<file path="src/rtl/core/fwt_pkg.sv">
// ----------------------------------------------------------------------------
// Futex waiter table package
// Shared constants, payload structs and controller/datapath interface types.
// ----------------------------------------------------------------------------
`default_nettype none

package fwt_pkg;

  localparam int unsigned ENTRIES   = 256;
  localparam int unsigned PROC_BITS = 8;
  localparam int unsigned IDX_W     = $clog2(ENTRIES);
  localparam int unsigned CNT_W     = $clog2(ENTRIES + 1);
  localparam int unsigned WOKEN_MAX = 511;

  localparam logic [1:0] CMD_WAIT  = 2'd0;
  localparam logic [1:0] CMD_WAKE  = 2'd1;
  localparam logic [1:0] CMD_LEAVE = 2'd2;

  localparam logic [2:0] ST_OK          = 3'd0;
  localparam logic [2:0] ST_FAULT       = 3'd1;
  localparam logic [2:0] ST_MISMATCH    = 3'd2;
  localparam logic [2:0] ST_FULL        = 3'd3;
  localparam logic [2:0] ST_UNSUPPORTED = 3'd4;

  typedef struct packed {
    logic [1:0]  cmd;
    logic [7:0]  proc_id;
    logic [63:0] word_addr;
    logic        addr_ok;
    logic [31:0] word_now;
    logic [31:0] value;
  } fwt_req_t;

  typedef struct packed {
    logic [2:0] status;
    logic [8:0] woken;
  } fwt_rsp_t;

  // Commands from the controller to the datapath.
  typedef struct packed {
    logic load_req;
    logic scan_start;
    logic scan_en;
    logic load_rsp;
  } fwt_ctl_t;

  // Status from the datapath to the controller.
  typedef struct packed {
    logic need_scan;
    logic scan_done;
  } fwt_sts_t;

endpackage

`default_nettype wire

</file>
<file path="src/rtl/core/fwt_ctrl.sv">
// ----------------------------------------------------------------------------
// Futex waiter table controller
// Sequences accept, classify, slot scan and result hand-off.
// ----------------------------------------------------------------------------
`default_nettype none

module fwt_ctrl import fwt_pkg::*; (
  input  wire logic     clk_i,
  input  wire logic     rst_ni,
  input  wire logic     in_valid_i,
  output logic          in_stall_o,
  output logic          out_valid_o,
  input  wire logic     out_stall_i,
  input  wire fwt_sts_t sts_i,
  output fwt_ctl_t      ctl_o
);

  typedef enum logic [3:0] {
    S_IDLE   = 4'b0001,
    S_DECIDE = 4'b0010,
    S_SCAN   = 4'b0100,
    S_RESP   = 4'b1000
  } state_e;

  state_e state_q, state_d;
  logic   out_valid_q, out_valid_d;
  logic   rsp_free;

  assign rsp_free   = !out_valid_q || !out_stall_i;
  assign in_stall_o = (state_q != S_IDLE);

  always_comb begin
    state_d          = state_q;
    ctl_o            = '0;
    ctl_o.load_req   = (state_q == S_IDLE) && in_valid_i;
    case (state_q)
      S_IDLE: begin
        if (in_valid_i) begin
          state_d = S_DECIDE;
        end
      end
      S_DECIDE: begin
        ctl_o.scan_start = 1'b1;
        state_d          = sts_i.need_scan ? S_SCAN : S_RESP;
      end
      S_SCAN: begin
        ctl_o.scan_en = 1'b1;
        if (sts_i.scan_done) begin
          state_d = S_RESP;
        end
      end
      S_RESP: begin
        // Hold the result until the output register can take it.
        if (rsp_free) begin
          ctl_o.load_rsp = 1'b1;
          state_d        = S_IDLE;
        end
      end
      default: begin
        state_d = S_IDLE;
      end
    endcase
  end

  always_comb begin
    out_valid_d = out_valid_q;
    if (ctl_o.load_rsp) begin
      out_valid_d = 1'b1;
    end else if (!out_stall_i) begin
      out_valid_d = 1'b0;
    end
  end

  always_ff @(posedge clk_i or negedge rst_ni) begin
    if (!rst_ni) begin
      state_q     <= S_IDLE;
      out_valid_q <= 1'b0;
    end else begin
      state_q     <= state_d;
      out_valid_q <= out_valid_d;
    end
  end

  assign out_valid_o = out_valid_q;

  a_no_overwrite: assert property (@(posedge clk_i) disable iff (!rst_ni)
    ctl_o.load_rsp |-> (!out_valid_q || !out_stall_i))
    else $error("result register loaded while a stalled word is held");

  a_accept_decides: assert property (@(posedge clk_i) disable iff (!rst_ni)
    (in_valid_i && !in_stall_o) |=> (state_q == S_DECIDE))
    else $error("accepted word not classified in the next cycle");

  a_scan_ends: assert property (@(posedge clk_i) disable iff (!rst_ni)
    ((state_q == S_SCAN) && sts_i.scan_done) |=> (state_q == S_RESP))
    else $error("finished scan did not move to the result state");

endmodule

`default_nettype wire

</file>
<file path="config.mk">
export PLATFORM = sky130hd
export DESIGN_NAME = fwt_ctrl
export DESIGN_NICKNAME = d
export VERILOG_FILES = /design/src/rtl/core/fwt_pkg.sv /design/src/rtl/core/fwt_ctrl.sv
export SDC_FILE = /design/constraint.sdc
export NUM_CORES = 1
export LEC_CHECK = 0
export BUFFER_PORTS_ARGS = -buffer_cell sky130_fd_sc_hd__buf_2
export CAP_MARGIN = 20
export CELL_PAD_IN_SITES_DETAIL_PLACEMENT = 1
export CELL_PAD_IN_SITES_GLOBAL_PLACEMENT = 1
export CORE_AREA = 2 2 39 41
export DETAILED_ROUTE_END_ITERATION = 12
export DIE_AREA = 0 0 41 43
export PLACE_DENSITY_LB_ADDON = 0.1
export SYNTH_ARGS = -nofsm -noshare
export SYNTH_HDL_FRONTEND = slang
export SYNTH_SLANG_ARGS = --single-unit
export TNS_END_PERCENT = 50
</file>
<file path="constraint.sdc">
create_clock -name clk_i -period 2.63 [get_ports clk_i]
set_clock_uncertainty 0.2 [all_clocks]
set_input_delay 0.1315 -clock clk_i [delete_from_list [all_inputs] [get_ports clk_i]]
set_output_delay 0.1315 -clock clk_i [all_outputs]
set_load 0.05 [all_outputs]
</file>
; ---- Word-level counts from Yosys, hierarchy flattened
; Cells that the tools add are included.
; Widths: inputs -> output; s select.
[classes]
n_eq_ne = 9
mux = 11
reduce_logical = 5
[op_table]
columns = cell, count
row1 = $mux 4, 4
row2 = $pmux 4 s4, 1
row3 = $mux 1, 6
row4 = $ne 2x2->1 const B, 3
row5 = $eq 4x1->1 const B, 1
row6 = $eq 4x2->1 const B, 1
row7 = $eq 4x3->1 const B, 1
row8 = $eq 4x4->1 const B, 1
row9 = $ne 4x1->1 const B, 1
row10 = $reduce_and 3->1, 1
row11 = $logic_not 1->1, 2
row12 = $ne 2x1->1 const B, 1
row13 = $logic_and 1x1->1, 1
row14 = $logic_or 1x1->1, 1
[word_totals]
register_bits = 5
in_bits = 6
wordCells = 27

; ---- Depth between registers and ports, before layout
[depth]
word_depth = 5
depth_mapped = 4
ltp_nobuf = 3

; ---- Worst setup path before layout
; OpenSTA, ideal clock, no wires.
[synth_timing]
path_kind = register to register
startpoint = reg state_q[3]
endpoint = reg state_q[2]
setup_ps = 70
arrival_ps = 1772
required_ps = 2360
setup_slack_ps = 588
path_stages_with_launch = 3
n_path_buf = 0
cell_sequence = dfrtp_1 -> nor4b_2 -> a22o_1
[synth_via]
elab_chain_len = 3
[synth_lines]
columns = element, line_no
row1 = from (decl), fwt_ctrl.sv:25  ; state_e state_q, state_d;
row2 = from (signal assigned), fwt_ctrl.sv:79  ; state_q <= state_d;
row3 = $eq 4x4->1 (tied with other cells), fwt_ctrl.sv:36  ; case (state_q)
row4 = $ne 2x2->1 (no source line), n/a
row5 = $reduce_and 3->1 (no source line), n/a
; Parallel ways exist; a longest one is shown, timed or not.
; A chain may end at the register's enable or synchronous reset.

==> run metrics <==
clk_lat worst skew 0.24 ns; TritonCTS clock tree yes; PortBufs 11; post-route setup slack 0.8155 ns; Max Cap Viol 0; CTS Sinks 5; cell-internal power 0.0002296 W; drt via density 4.571; initial antenna violation count 0; vias in the first global route 265; switching power 0.0002066 W; crit-path max cell delay approximately 0.59 ns; post-cts sizing count 0; register-to-register path setup slack ~1.3 ns; DRT antenna net count 0; Clk pwr share 0.202; Slowest-stage cell, CP dfstp_2; Seq/Total Area, Yosys 0.4316; Tcrit/Tclk final 0.6899; Critical Path RT 2.30 ns; CTS Buf Count 3; Vias 288; share of layout cells above drive strength 1 0.4043; synth unique cells 22; count of pins over their slew limit 0; most common library cells after synthesis 4 x dfrtp_1, 3 x nand2_1, 2 x a211oi_1, 2 x nor2_1; syn nets 35; RD Place Congestion 0.7340; DRT iter0 DRCs 2; sequential share of power 0.322; hold path depth 3; CTS max path bufs 2; Gate Count Post-Synth 29; Crit path buffers/inverters 1; setup tns final 0 ns; largest net degree at the start of global routing 9; Layout area overhead 45.73%; crit path cell chain nor2b_2 > and3_4 > buf_2; number of hold violations in the final report 0; Startpoint Class register; Avg WL per Cell ~12 um; Yosys reg bits 5; Comb pwr share 0.476; global-route wire length before repair roughly 1100 um; Worst-path clk slew about 0.04 ns; deepest level of the CTS H-tree 1; Site Rows 14; Pwr Density 1022 mW/mm^2; syn avg cell area 10.10 sq um; final wirelength between 700 and 800 um; Switching Fraction 0.4736; # DRC 0; CP top delay family flip-flops; relative slew slack 0.7933; Cell Area, Synth 292.8 sq um; Starting Density 0.2116; CTS hold repair buffers 4; Period minus WS final approximately 1.8 ns; Worst Path Max Fanout 7; Yosys top cell by area dfrtp_1; setup bufs post-CTS 0; Pre-Repair DR Iteration Count 2; Final nets 54; worst hold slack ~0.019 ns; Pleak between 0.2 and 0.25 nW; IR drop worst, VDD 0.5921 mV; asr flop ratio synth 1.000; die width 41 um; most frequent cell after synthesis dfrtp_1; I/O pin total 12; Crit. End Element primary output; Die H 43 um; Worst path depth 3; RSZ-0062 raised after global routing false; Main synth FF type dfrtp_1; FMAX 551.1 MHz; Finish-stage setup viols 0; Reg2Reg Depth 3; most area-consuming cells after synthesis dfrtp_1 34%, dfstp_2 9.0%, a211oi_1 5.1%; # diodes 0; status completed; Root Buffer clkbuf_4; DP Worst Slack 1.072 ns; Die Area ~0.0018 sq mm; Core ar. between 0.001 and 0.0015 sq mm; Worst Path Class, Setup register to primary output; yosys synthesis warning count 0; Global Route Usage Sum 0.09970; Post-synth EDFFs 0; CP arrival between 1 and 1.5 ns; Hold/Removal Path Class primary input to register; Worst-Margin Slew around 0.31 ns; grt ovf 0; share of the synthesized area in the top cell type 0.3419
[worst register-to-register path, cell delays in order (launching register included)]
cell and delay [ns]:
dfrtp_1 0.43, nor2_1 0.26, nand3_1 0.13, a211oi_1 0.25
[cells by family after synthesis]
kind of cell,Yosys count,share of synthesized area
and+or+nand+nor,17,0.4017
DFF,5,0.4317
AOI/OAI and AO/OA,5,0.1282
buffers and inverters,2,0.03846
[metal layers]
layer / track usage / vias to the layer above / wire length, um
met5: 0 / - / 0
met3: 0.03141 / 2 / 38
met4: 0.1000 / 0 / 9
met2: 0.1281 / 9 / 354
li1: - / 142 / -
met1: 0.1201 / 135 / 343
[registers in the layout, summed over array words and instances (netlist names)]
register / flops
out_valid_o: 1
state_q: 4
[cell usage in the layout, fill, tap and decap left out, types with 2 or more instances in the layout]
cell type / Yosys / final
dfrtp_1: 4 / 4
clkbuf_4: 0 / 3
dlygate4sd3_1: 0 / 4
nand2_1: 3 / 3
buf_2: 0 / 11
a211oi_1: 2 / 2
nor2_1: 2 / 2
[cell type report]
class / instances / area [sq um]
fill: 172 / 957.2
sequential: 5 / 126.4
inverter: 1 / 3.754
clock buffer: 4 / 26.28
multi-input combinational: 22 / 155.1
tap: 16 / 20.02
timing repair buffer: 15 / 95.09
[path summary, 6_finish.rpt]
check,start,end
max,state_q[0],ctl_o[3]
min,sts_i[0],state_q[2]
max reg2reg,state_q[2],state_q[3]
min reg2reg,out_valid_o,out_valid_o
max in group asynchronous,rst_ni,state_q[0]
min in group asynchronous,rst_ni,state_q[1]
[per-stage QoR]
stage	area, sq um	utilization	instances	power, W
finish	426.7	0.3083	63	0.0004363
global route	426.7	0.3083	63	0.0004638
CTS	426.7	0.3083	63	0.0004439
detailed placement	360.3	0.2604	55	0.0003471
global placement	360.3	0.2604	55	0.0003485
floorplan	292.8	-	29	0.0002978
[power by group through the flow]
stage | sequential (W) | clock, W | combinational (W)
detailed placement | 0.000141 | 0 | 0.000206
global route | 0.000145 | 0.0000998 | 0.000219
floorplan | 0.000139 | 0 | 0.000159
CTS | 0.000140 | 0.0000926 | 0.000211
global placement | 0.000143 | 0 | 0.000205
finish | 0.000141 | 0.0000880 | 0.000208
(Power assumes the default switching activity.)
